==> src/rtl/owbm_pkg.sv <==
// Types and constants of the single-wire bus master
`timescale 1ns / 1ps
package owbm_pkg;

	localparam int CFG_W = 10;
	localparam int CFG_IDX_W = 3;

	localparam logic [1:0] OP_TICK  = 2'd0;
	localparam logic [1:0] OP_RESET = 2'd1;
	localparam logic [1:0] OP_WRITE = 2'd2;
	localparam logic [1:0] OP_READ  = 2'd3;

	localparam logic [CFG_IDX_W-1:0] REG_RESET_LOW   = 3'd0;
	localparam logic [CFG_IDX_W-1:0] REG_PRES_WAIT   = 3'd1;
	localparam logic [CFG_IDX_W-1:0] REG_RECOVERY    = 3'd2;
	localparam logic [CFG_IDX_W-1:0] REG_SLOT        = 3'd3;
	localparam logic [CFG_IDX_W-1:0] REG_SLOT_START  = 3'd4;
	localparam logic [CFG_IDX_W-1:0] REG_READ_SAMPLE = 3'd5;

	localparam logic [9:0] RST_RESET_LOW   = 10'd500;
	localparam logic [7:0] RST_PRES_WAIT   = 8'd38;
	localparam logic [9:0] RST_RECOVERY    = 10'd142;
	localparam logic [7:0] RST_SLOT        = 8'd78;
	localparam logic [3:0] RST_SLOT_START  = 4'd1;
	localparam logic [5:0] RST_READ_SAMPLE = 6'd2;

	typedef struct packed {
		logic [1:0] opcode;
		logic [7:0] data_byte;
		logic       line_level;
	} owbm_in_t;

	typedef struct packed {
		logic       drive_low;
		logic       busy_res;
		logic       done_res;
		logic       presence;
		logic [7:0] read_data;
		logic       rejected;
	} owbm_out_t;

endpackage

==> src/rtl/one_wire_bus_master_top.sv <==
// Byte-level single-wire bus master, top level
//
// Input channel (in_valid / in_stall / in_data): each beat is a command
// (bus reset, write byte, read byte) or a tick that carries the line level
// sampled during that tick. Output channel (out_valid / out_stall /
// out_data): exactly one result beat per input beat, in order, giving the
// line drive for the next tick, busy, done, presence, last read byte and
// a reject flag for a command that arrives while busy.
// The result of an accepted beat is registered and appears in the cycle after.
// Throughput: one beat per cycle when not stalled; the state update is one
// pass of counter compare logic between state and result registers.
// The result register parts the channels: a new beat is taken in the same
// cycle the held result leaves. While the receiver stalls a held result,
// in_stall rises and the input channel waits.
// Configuration: cfg_wr_en with cfg_index and cfg_data writes one timing
// register in a cycle; write only while idle. Indexes past the last
// register are ignored.
// Reset: the bus is idle, the line released, timing registers return to
// their defaults, presence and the read byte clear, no result is pending.
`timescale 1ns / 1ps
module one_wire_bus_master_top import owbm_pkg::*; #(
	parameter int COUNTER_BITS = 10
) (
	input  logic                 clk,
	input  logic                 arst_n,
	input  logic                 in_valid,
	output logic                 in_stall,
	input  owbm_in_t             in_data,
	output logic                 out_valid,
	input  logic                 out_stall,
	output owbm_out_t            out_data,
	input  logic                 cfg_wr_en,
	input  logic [CFG_IDX_W-1:0] cfg_index,
	input  logic [CFG_W-1:0]     cfg_data
);

	localparam int LW = ((COUNTER_BITS > CFG_W) ? COUNTER_BITS : CFG_W) + 1;
	localparam logic [LW-1:0] CNT_MAX = LW'((1 << COUNTER_BITS) - 1);

	localparam logic [2:0] PH_IDLE        = 3'd0;
	localparam logic [2:0] PH_RST_LOW     = 3'd1;
	localparam logic [2:0] PH_RST_WAIT    = 3'd2;
	localparam logic [2:0] PH_RST_RECOVER = 3'd3;
	localparam logic [2:0] PH_WRITE       = 3'd4;
	localparam logic [2:0] PH_READ        = 3'd5;

	function automatic logic [LW-1:0] plen(input logic [CFG_W-1:0] r);
		logic [LW-1:0] v;
		begin
			v = (r == '0) ? LW'(1) : LW'(r);
			plen = (v > CNT_MAX) ? CNT_MAX : v;
		end
	endfunction

	logic [9:0] reset_low_q;
	logic [7:0] pres_wait_q;
	logic [9:0] recovery_q;
	logic [7:0] slot_q;
	logic [3:0] slot_start_q;
	logic [5:0] read_sample_q;

	logic [2:0]              phase_q, phase_d;
	logic [COUNTER_BITS-1:0] tick_q, tick_d;
	logic [2:0]              bit_q, bit_d;
	logic [7:0]              shift_q, shift_d;
	logic                    pres_q, pres_d;
	logic [7:0]              last_q, last_d;

	logic                    accept;
	logic                    done;
	logic                    rej;
	logic                    drv;
	logic [COUNTER_BITS-1:0] tick_inc;
	logic [LW-1:0]           tick_inc_w;
	logic [LW-1:0]           pos_w;
	logic [LW-1:0]           slen;
	logic [LW-1:0]           spos;
	logic [LW-1:0]           tick_d_w;

	assign in_stall = out_valid && out_stall;
	assign accept   = in_valid && !in_stall;

	always_ff @(posedge clk or negedge arst_n) begin
		if (!arst_n) begin
			reset_low_q   <= RST_RESET_LOW;
			pres_wait_q   <= RST_PRES_WAIT;
			recovery_q    <= RST_RECOVERY;
			slot_q        <= RST_SLOT;
			slot_start_q  <= RST_SLOT_START;
			read_sample_q <= RST_READ_SAMPLE;
		end else if (cfg_wr_en) begin
			case (cfg_index)
				REG_RESET_LOW:   reset_low_q   <= cfg_data[9:0];
				REG_PRES_WAIT:   pres_wait_q   <= cfg_data[7:0];
				REG_RECOVERY:    recovery_q    <= cfg_data[9:0];
				REG_SLOT:        slot_q        <= cfg_data[7:0];
				REG_SLOT_START:  slot_start_q  <= cfg_data[3:0];
				REG_READ_SAMPLE: read_sample_q <= cfg_data[5:0];
				default: ;
			endcase
		end
	end

	always_comb begin
		phase_d    = phase_q;
		tick_d     = tick_q;
		bit_d      = bit_q;
		shift_d    = shift_q;
		pres_d     = pres_q;
		last_d     = last_q;
		done       = 1'b0;
		rej        = 1'b0;
		tick_inc   = tick_q + 1'b1;
		tick_inc_w = LW'(tick_inc);
		pos_w      = LW'(tick_q);
		slen       = plen(CFG_W'(slot_q));
		spos       = (LW'(read_sample_q) < slen) ? LW'(read_sample_q) : slen - 1'b1;

		if (in_data.opcode == OP_TICK) begin
			if (phase_q != PH_IDLE) begin
				tick_d = tick_inc;
				case (phase_q)
					PH_RST_LOW: begin
						if (tick_inc_w >= plen(reset_low_q)) begin
							phase_d = PH_RST_WAIT;
							tick_d  = '0;
						end
					end
					PH_RST_WAIT: begin
						if (tick_inc_w >= plen(CFG_W'(pres_wait_q))) begin
							pres_d  = !in_data.line_level;
							phase_d = PH_RST_RECOVER;
							tick_d  = '0;
						end
					end
					PH_RST_RECOVER: begin
						if (tick_inc_w >= plen(recovery_q)) begin
							phase_d = PH_IDLE;
							tick_d  = '0;
							done    = 1'b1;
						end
					end
					PH_WRITE, PH_READ: begin
						if (phase_q == PH_READ && pos_w == spos) begin
							shift_d = {in_data.line_level, shift_q[7:1]};
						end
						if (tick_inc_w >= slen) begin
							tick_d = '0;
							if (phase_q == PH_WRITE) begin
								shift_d = {1'b0, shift_q[7:1]};
							end
							if (bit_q == 3'd7) begin
								if (phase_q == PH_READ) begin
									last_d = shift_d;
								end
								phase_d = PH_IDLE;
								bit_d   = '0;
								done    = 1'b1;
							end else begin
								bit_d = bit_q + 1'b1;
							end
						end
					end
					default: begin
						phase_d = PH_IDLE;
						tick_d  = '0;
					end
				endcase
			end
		end else if (phase_q != PH_IDLE) begin
			rej = 1'b1;
		end else begin
			tick_d = '0;
			bit_d  = '0;
			case (in_data.opcode)
				OP_RESET: phase_d = PH_RST_LOW;
				OP_WRITE: begin
					phase_d = PH_WRITE;
					shift_d = in_data.data_byte;
				end
				OP_READ: begin
					phase_d = PH_READ;
					shift_d = '0;
				end
				default: ;
			endcase
		end

		tick_d_w = LW'(tick_d);
		case (phase_d)
			PH_RST_LOW: drv = 1'b1;
			PH_WRITE:   drv = (tick_d_w < LW'(slot_start_q)) ||
					(!shift_d[0] && (tick_d_w + 1'b1 < slen));
			PH_READ:    drv = tick_d_w < LW'(slot_start_q);
			default:    drv = 1'b0;
		endcase
	end

	always_ff @(posedge clk or negedge arst_n) begin
		if (!arst_n) begin
			phase_q <= PH_IDLE;
			tick_q  <= '0;
			bit_q   <= '0;
			shift_q <= '0;
			pres_q  <= 1'b0;
			last_q  <= '0;
		end else if (accept) begin
			phase_q <= phase_d;
			tick_q  <= tick_d;
			bit_q   <= bit_d;
			shift_q <= shift_d;
			pres_q  <= pres_d;
			last_q  <= last_d;
		end
	end

	always_ff @(posedge clk or negedge arst_n) begin
		if (!arst_n) begin
			out_valid <= 1'b0;
		end else if (accept) begin
			out_valid <= 1'b1;
		end else if (!out_stall) begin
			out_valid <= 1'b0;
		end
	end

	always_ff @(posedge clk) begin
		if (accept) begin
			out_data.drive_low <= drv;
			out_data.busy_res  <= (phase_d != PH_IDLE);
			out_data.done_res  <= done;
			out_data.presence  <= pres_d;
			out_data.read_data <= last_d;
			out_data.rejected  <= rej;
		end
	end

endmodule

==> config.mk <==
export PLATFORM = sky130hd
export DESIGN_NAME = one_wire_bus_master_top
export DESIGN_NICKNAME = d
export VERILOG_FILES = /design/src/rtl/owbm_pkg.sv /design/src/rtl/one_wire_bus_master_top.sv
export SDC_FILE = /design/constraint.sdc
export NUM_CORES = 1
export LEC_CHECK = 0
export BUFFER_PORTS_ARGS = -buffer_cell sky130_fd_sc_hd__buf_2
export CAP_MARGIN = 20
export CORE_UTILIZATION = 39
export DETAILED_ROUTE_END_ITERATION = 10
export PLACE_DENSITY_LB_ADDON = 0.08
export SYNTH_ARGS = -nofsm -noshare
export SYNTH_HDL_FRONTEND = slang
export SYNTH_SLANG_ARGS = --single-unit
==> constraint.sdc <==
create_clock -name clk -period 14.4 [get_ports clk]
set_input_delay 1.44 -clock clk [delete_from_list [all_inputs] [get_ports clk]]
set_output_delay 1.44 -clock clk [all_outputs]
set_load 0.02 [all_outputs]
==> impl_metrics.py, run 1 <==
metrics = {
    "outcome": {
        "status": "complete, no violations",
    },
    "yosys": {
        "yosysTopAreaCell": "dfrtp_1",
        "ys_ff_latch": 93,
        "synth_edf_count": 13,
        "synth_area_per_cell_um2": 9.13,
        "netlist_area_um2": 6410,
        "ys.flop_type": "dfrtp_1",
        "synth_fp_nets": 787,
        "yosysWarnings": 0,
        "async_reset_ff_share_pct": 86.0,
        "synth_top_area_share_pct": 23.8,
        "synth_area_leaders": "dfrtp_1 (24%), ha_1 (11%), dfstp_2 (7.8%)",
        "syn_inst": 702,
        "ys_seq_area_share_pct": 37.7,
        "synth_cell_types": 82,
    },
    "clock_network": {
        "cts_resized": 0,
        "cts-root-buf": "clkbuf_16",
        "post_cts_buffers": 0,
        "clk_pin_slew_ps": 70,
        "cts_sinks": 93,
        "cts_tree": "yes",
        "numCtsBuffers": 9,
        "hold_buffers": 0,
        "htree_levels": 3,
        "cts.path.max_buffers": 2,
        "clkLatencyLatePin_ps": 360,
    },
    "worst_setup_path": {
        "path_max_fanout": 16,
        "worstSetupStartpointType": "register",
        "critPathArrivalTime_ps": 6020,
        "critPathCaptureType": "register",
        "required_ps": 14510,
        "criticalPathCategory": "reg2reg",
    },
    "placement": {
        "dp.cells": 938,
        "dp_hpwl_mm": 13.7,
        "io_buffers": 43,
        "place_area_um2": 6820,
        "post-place-ws_ps": 8500,
        "gp_congestion": 0.858,
    },
    "layout": {
        "area_growth_pct": 11.2,
        "finalNonFillerCells": 955,
        "stdcell_area_um2": 7130,
        "drive_gt1_share_pct": 18.4,
        "diodes": 0,
        "finalNetCount": 819,
        "final_util_pct": 44.7,
        "nFillCells": 1590,
    },
    "power": {
        "ir_drop_mv": 0.0677,
        "switching_share_pct": 38.1,
        "total_leakage_power_nw": 3.24,
        "p_switching_mw": 0.351,
        "comb_power_share_pct": 34.3,
        "power_frac_seq_pct": 39.7,
        "p_per_area_nw_per_um2": 129,
        "internal-power_mw": 0.569,
        "power.total_mw": 0.920,
        "clkPwrFrac_pct": 26.0,
    },
    "floorplanning": {
        "die-height_um": 130,
        "start_util_pct": 40.2,
        "core_um2": 15900,
        "ioPinCount": 44,
        "rows": 46,
        "die_w_um": 130,
        "dieArea_um2": 17000,
    },
    "route": {
        "drt_first_pass_iters": 5,
        "via_per_inst": 5.49,
        "post-route-drc-count": 0,
        "drtAntennaViolNets": 0,
        "drt_iter0_drc": 251,
        "wl_mm": 17.4,
        "dr_total_vias": 5247,
        "wl_per_cell_um": 18.3,
    },
    "timing": {
        "rsz0062_at_grt": "false",
        "drv_slew": 0,
        "finClkSkew_ps": 10.1,
        "setup_ws_ps": 8490,
        "max_clock_freq_ghz": 0.169,
        "fin_crit_sh_pct": 41.0,
        "whs_ps": 519,
        "tightest_slew_ps": 786,
        "setup_viol_count_final": 0,
        "tns_ps": 0,
        "hold_viol": 0,
        "maxSlewHeadroom_pct": 47.2,
        "post-route-min-period_ps": 5910,
    },
    "job": {
        "drv_cap": 0,
    },
    "global_routing": {
        "antenna_found_initial": 0,
        "grt_pass1_vias": 5009,
        "grt_start_max_net_pins": 49,
        "grt_util_all_layers_pct": 21.8,
        "grt-ovfl-total": 0,
        "grt_pass1_wl_mm": 27.6,
    },
    "hold_path": {
        "hold_class": "reg2reg",
    },
}
-- cells by family (layout without fill, tap and decap cells) --
kind of cell / count (synthesis) / in the layout / synth area share [%]
buf+inv: 77 / 114 / 4.94
fa+ha+maj: 56 / 56 / 10.9
compound gates: 169 / 169 / 18.0
flops: 93 / 93 / 37.7
xor+xnor: 15 / 15 / 2.05
simple gates: 260 / 260 / 20.9
mux: 32 / 32 / 5.48
-- metal layers --
layer | track usage [%] | vias up | part of all wire, %
met3 | 3.32 | 17 | 3.8
met4 | 5.34 | 0 | 1.1
met5 | 0 | - | 0
met1 | 29.9 | 2528 | 48
met2 | 35.9 | 116 | 47
li1 | - | 2586 | -
-- cell type report --
type | instances | area [um^2] | share of cell area (%)
multi-input cells | 532 | 3700 | 51.9
flip-flops and latches | 93 | 2420 | 33.9
well taps | 216 | 270 | 3.79
repair buffers | 49 | 263 | 3.69
clock buffers | 9 | 225 | 3.16
inverters | 49 | 184 | 2.58
clock inverters | 7 | 73.8 | 1.04
-- power groups by stage --
stage	clock [mW]	sequential (mW)	combinational (mW)
2_1_floorplan	0	0.350	0.235
3_5_place_dp	0	0.369	0.316
5_1_grt	0.255	0.371	0.357
4_1_cts	0.244	0.364	0.318
3_3_place_gp	0	0.367	0.308
6_report	0.239	0.365	0.316
-- worst max-delay path: stages, from the launching register on --
cell and delay (ps):
dfrtp_1 680, nand3_1 260, nor2_1 190, nand2_1 80
or2_2 290, nand2_1 210, ha_1 290, a211oi_1 260
nand2_1 110, a211oi_1 360, o211ai_1 210, and3_4 240
a21oi_2 280, a32o_2 270, o2111ai_4 170, xor2_1 190
ha_1 300, nor2b_1 110, o21ai_0 80, nand2b_1 100
a211oi_1 60, a21boi_0 130, a311o_1 330, o211a_1 120
a221o_1 340
-- cell usage in the layout (no fill, tap or decap), types with 10 or more instances in the layout --
master / count
buf_2: 42
nor2_1: 48
nor2b_1: 20
mux2i_1: 10
o21ai_0: 55
ha_1: 56
mux2_2: 21
xnor2_1: 10
nand3_1: 16
and2_1: 11
dfrtp_1: 61
inv_1: 49
nor3_1: 17
dfstp_2: 19
nand2_1: 86
edfxtp_1: 13
a21oi_1: 38
-- flip-flops by register name (all words and copies together), names as in the netlist --
signal / flops
out_data: 13
recovery_q: 10
reset_low_q: 10
tick_q: 10
last_q: 8
pres_wait_q: 8
shift_q: 8
slot_q: 8
read_sample_q: 6
slot_start_q: 4
bit_q: 3
phase_q: 3
out_valid: 1
pres_q: 1
-- synthesized netlist by cell type (all sizes together), types with 6 or more instances --
cell and count:
clkbuf 20, nor4 6, nand3 18, inv 49
nor2 48, mux2 22, and2 11, dfrtp 61
a21oi 39, and3 11, mux2i 10, xnor2 10
ha 56, a221o 9, nand2 86, buf 8
dfstp 19, nor3 17, a211oi 7, o21ai 60
or2 9, nor2b 20, edfxtp 13
-- worst paths after layout --
path	from	end	slack, ps	cells past startpoint
hold reg to reg	pres_wait_q[0]	pres_wait_q[0]	520	1
hold / removal	pres_wait_q[0]	pres_wait_q[0]	520	1
setup / recovery	tick_q[0]	out_data[12]	8490	24
setup reg to reg	tick_q[0]	out_data[12]	8490	24
max in group asynchronous	arst_n	recovery_q[4]	12370	2
min in group asynchronous	arst_n	pres_q	1040	1
No activity file was read; power rests on OpenSTA's default activity.
==> run 2, diff against run 1 <==
==> constraint.sdc (replaced) <==
create_clock -name clk -period 4.8 [get_ports clk]
set_input_delay 0.48 -clock clk [delete_from_list [all_inputs] [get_ports clk]]
set_output_delay 0.48 -clock clk [all_outputs]
set_load 0.02 [all_outputs]
==> impl_metrics.py, run 2 (synthesis gave the netlist of run 1 again) <==
metrics = {
    "floorplanning": {
        "die-height_um": 130,
        "core_um2": 15900,
        "ioPinCount": 44,
        "start_util_pct": 40.2,
        "dieArea_um2": 17000,
        "die_w_um": 130,
        "rows": 46,
    },
    "clock_network": {
        "cts_sinks": 93,
        "hold_buffers": 0,
        "clkLatencyLatePin_ps": 350,
        "cts_tree": "yes",
        "htree_levels": 3,
        "cts-root-buf": "clkbuf_16",
        "numCtsBuffers": 9,
        "cts.path.max_buffers": 2,
        "clk_pin_slew_ps": 70,
    },
    "layout": {
        "nFillCells": 1508,
        "largest_reg_flops": 13,
        "diodes": 0,
        "stdcell_area_um2": 8140,
        "final_common_cell": "buf_4",
        "drive_gt1_share_pct": 32.4,
        "regMostFlops": "out_data",
        "finalNetCount": 905,
        "area_growth_pct": 26.9,
        "final_util_pct": 51.0,
        "final_cell_mix": "buf_4 (88), nand2_1 (81), dfrtp_1 (58)",
        "finalNonFillerCells": 1041,
    },
    "worst_setup_path": {
        "reg2reg_to": "out_data[12]",
        "critPathTopFamily": "compound AO/OA/AOI/OAI gates",
        "crit_chain": "buf_6 -> and3_4 -> nand3_4 -> xnor2_4 -> buf_12 -> ha_4 -> a211o_1 -> a41oi_2 -> o221ai_2 -> or2_4 -> a221oi_4 -> a21o_4 -> o2111ai_4 -> xor2_2 -> ha_1 -> nor2b_1 -> o21ai_1 -> nand2b_1 -> a211oi_2 -> a21boi_1 -> a311o_1 -> o211a_1 -> a221o_1",
        "cp.buffers_inverters": 2,
        "crit_cells": 23,
        "cp-endpoint": "out_data[12]",
        "worst_path_max_delay_cell": "dfrtp_2",
        "rr_startpoint": "tick_q[0]",
        "r2r_cells": 23,
        "path_max_fanout": 5,
        "critPathArrivalTime_ps": 4970,
        "startpoint": "tick_q[0]",
        "max_stage_delay_ps": 420,
        "critPathCaptureType": "register",
        "worstSetupStartpointType": "register",
        "required_ps": 4900,
        "criticalPathCategory": "reg2reg",
        "regToRegSetupSlack_ps": -70,
    },
    "timing": {
        "whs_ps": 114,
        "setup_ws_ps": -68.3,
        "finClkSkew_ps": 6.06,
        "fin_crit_sh_pct": 101,
        "hold_viol": 0,
        "rsz0062_at_grt": "true",
        "post-route-min-period_ps": 4870,
        "setup_viol_count_final": 1,
        "drv_slew": 0,
        "max_clock_freq_ghz": 0.205,
        "maxSlewHeadroom_pct": 33.3,
        "tightest_slew_ps": 993,
    },
    "placement": {
        "gp_congestion": 0.879,
        "post-place-ws_ps": -445,
        "place_area_um2": 7410,
        "io_buffers": 43,
        "dp_hpwl_mm": 13.9,
        "dp.cells": 1012,
    },
    "power": {
        "p_per_area_nw_per_um2": 377,
        "total_leakage_power_nw": 3.74,
        "ir_drop_mv": 0.184,
    },
    "global_routing": {
        "grt-ovfl-total": 0,
        "antenna_found_initial": 0,
        "grt_pass1_wl_mm": 29.4,
        "grt_pass1_vias": 5568,
        "grt_start_max_net_pins": 44,
        "grt_util_all_layers_pct": 22.9,
    },
    "route": {
        "drtAntennaViolNets": 0,
        "drt_iter0_drc": 269,
        "post-route-drc-count": 0,
        "via_per_inst": 5.45,
        "wl_per_cell_um": 17.6,
        "wl_mm": 18.3,
        "drt_first_pass_iters": 5,
        "dr_total_vias": 5678,
    },
    "outcome": {
        "status": "complete, but fails checks",
        "failed_checks": "negative setup slack",
    },
    "job": {
        "drv_cap": 0,
    },
    "hold_path": {
        "hold_class": "in2async",
    },
}
[run 2: per-stage QoR]
stage	setup TNS (ps)	power (mW)
after floorplan	0	1.77
after global placement	-309	2.15
after detailed placement	-445	2.17
after CTS	-24.1	3.08
after global routing	-322	3.27
final	-68.3	3.07
[run 2: worst reg2reg max path, stage by stage (launching register included)]
cell	delay, ps
dfrtp_2	420
buf_6	110
and3_4	200
nand3_4	100
xnor2_4	210
buf_12	150
ha_4	210
a211o_1	300
a41oi_2	210
o221ai_2	170
or2_4	290
a221oi_4	350
a21o_4	170
o2111ai_4	130
xor2_2	170
ha_1	300
nor2b_1	120
o21ai_1	60
nand2b_1	100
a211oi_2	50
a21boi_1	130
a311o_1	270
o211a_1	110
a221o_1	300
[run 2: worst min path at each step]
stage | endpoint | slack (ps) | depth (start not counted)
floorplan | bit_q[0] | 180 | 0
global placement | last_q[0] | 490 | 1
detailed placement | last_q[0] | 500 | 1
CTS | read_sample_q[2] | 130 | 1
global route | read_sample_q[2] | 150 | 1
finish | read_sample_q[2] | 110 | 1
[run 2: cell type report]
type | count | area (um^2) | share of cell area (%)
repair buffers | 135 | 930 | 11.4
inverters | 49 | 184 | 2.26
well taps | 216 | 270 | 3.32
clock buffers | 10 | 239 | 2.94
multi-input cells | 532 | 4000 | 49.2
flip-flops and latches | 93 | 2420 | 29.7
clock inverters | 6 | 93.8 | 1.15
[run 2: per-layer routing]
| layer | track usage, % | vias up | wire [um] |
|---|---|---|---|
| met1 | 30.4 | 2774 | 8480 |
| met3 | 3.69 | 18 | 650 |
| met2 | 38.8 | 128 | 8910 |
| li1 | - | 2758 | - |
| met4 | 6.02 | 0 | 249 |
| met5 | 0 | - | 0 |
[run 2: what timing repair did]
item / in CTS / in global routing
setup endpoints to repair: 1 / 1
resized for setup: 50 / 6
pin swaps: 27 / 1
setup buffers: 12 / 0
hold endpoints to repair: 0 / 0
[run 2: report_power, final]
| part | internal, mW | switching (mW) | total (mW) | leakage (nW) |
|---|---|---|---|---|
| combinational | 0.544 | 0.662 | 1.21 | 2.47 |
| clock | 0.477 | 0.330 | 0.806 | 0.165 |
| sequential | 0.955 | 0.101 | 1.06 | 1.10 |
| total | 1.98 | 1.09 | 3.07 | 3.74 |
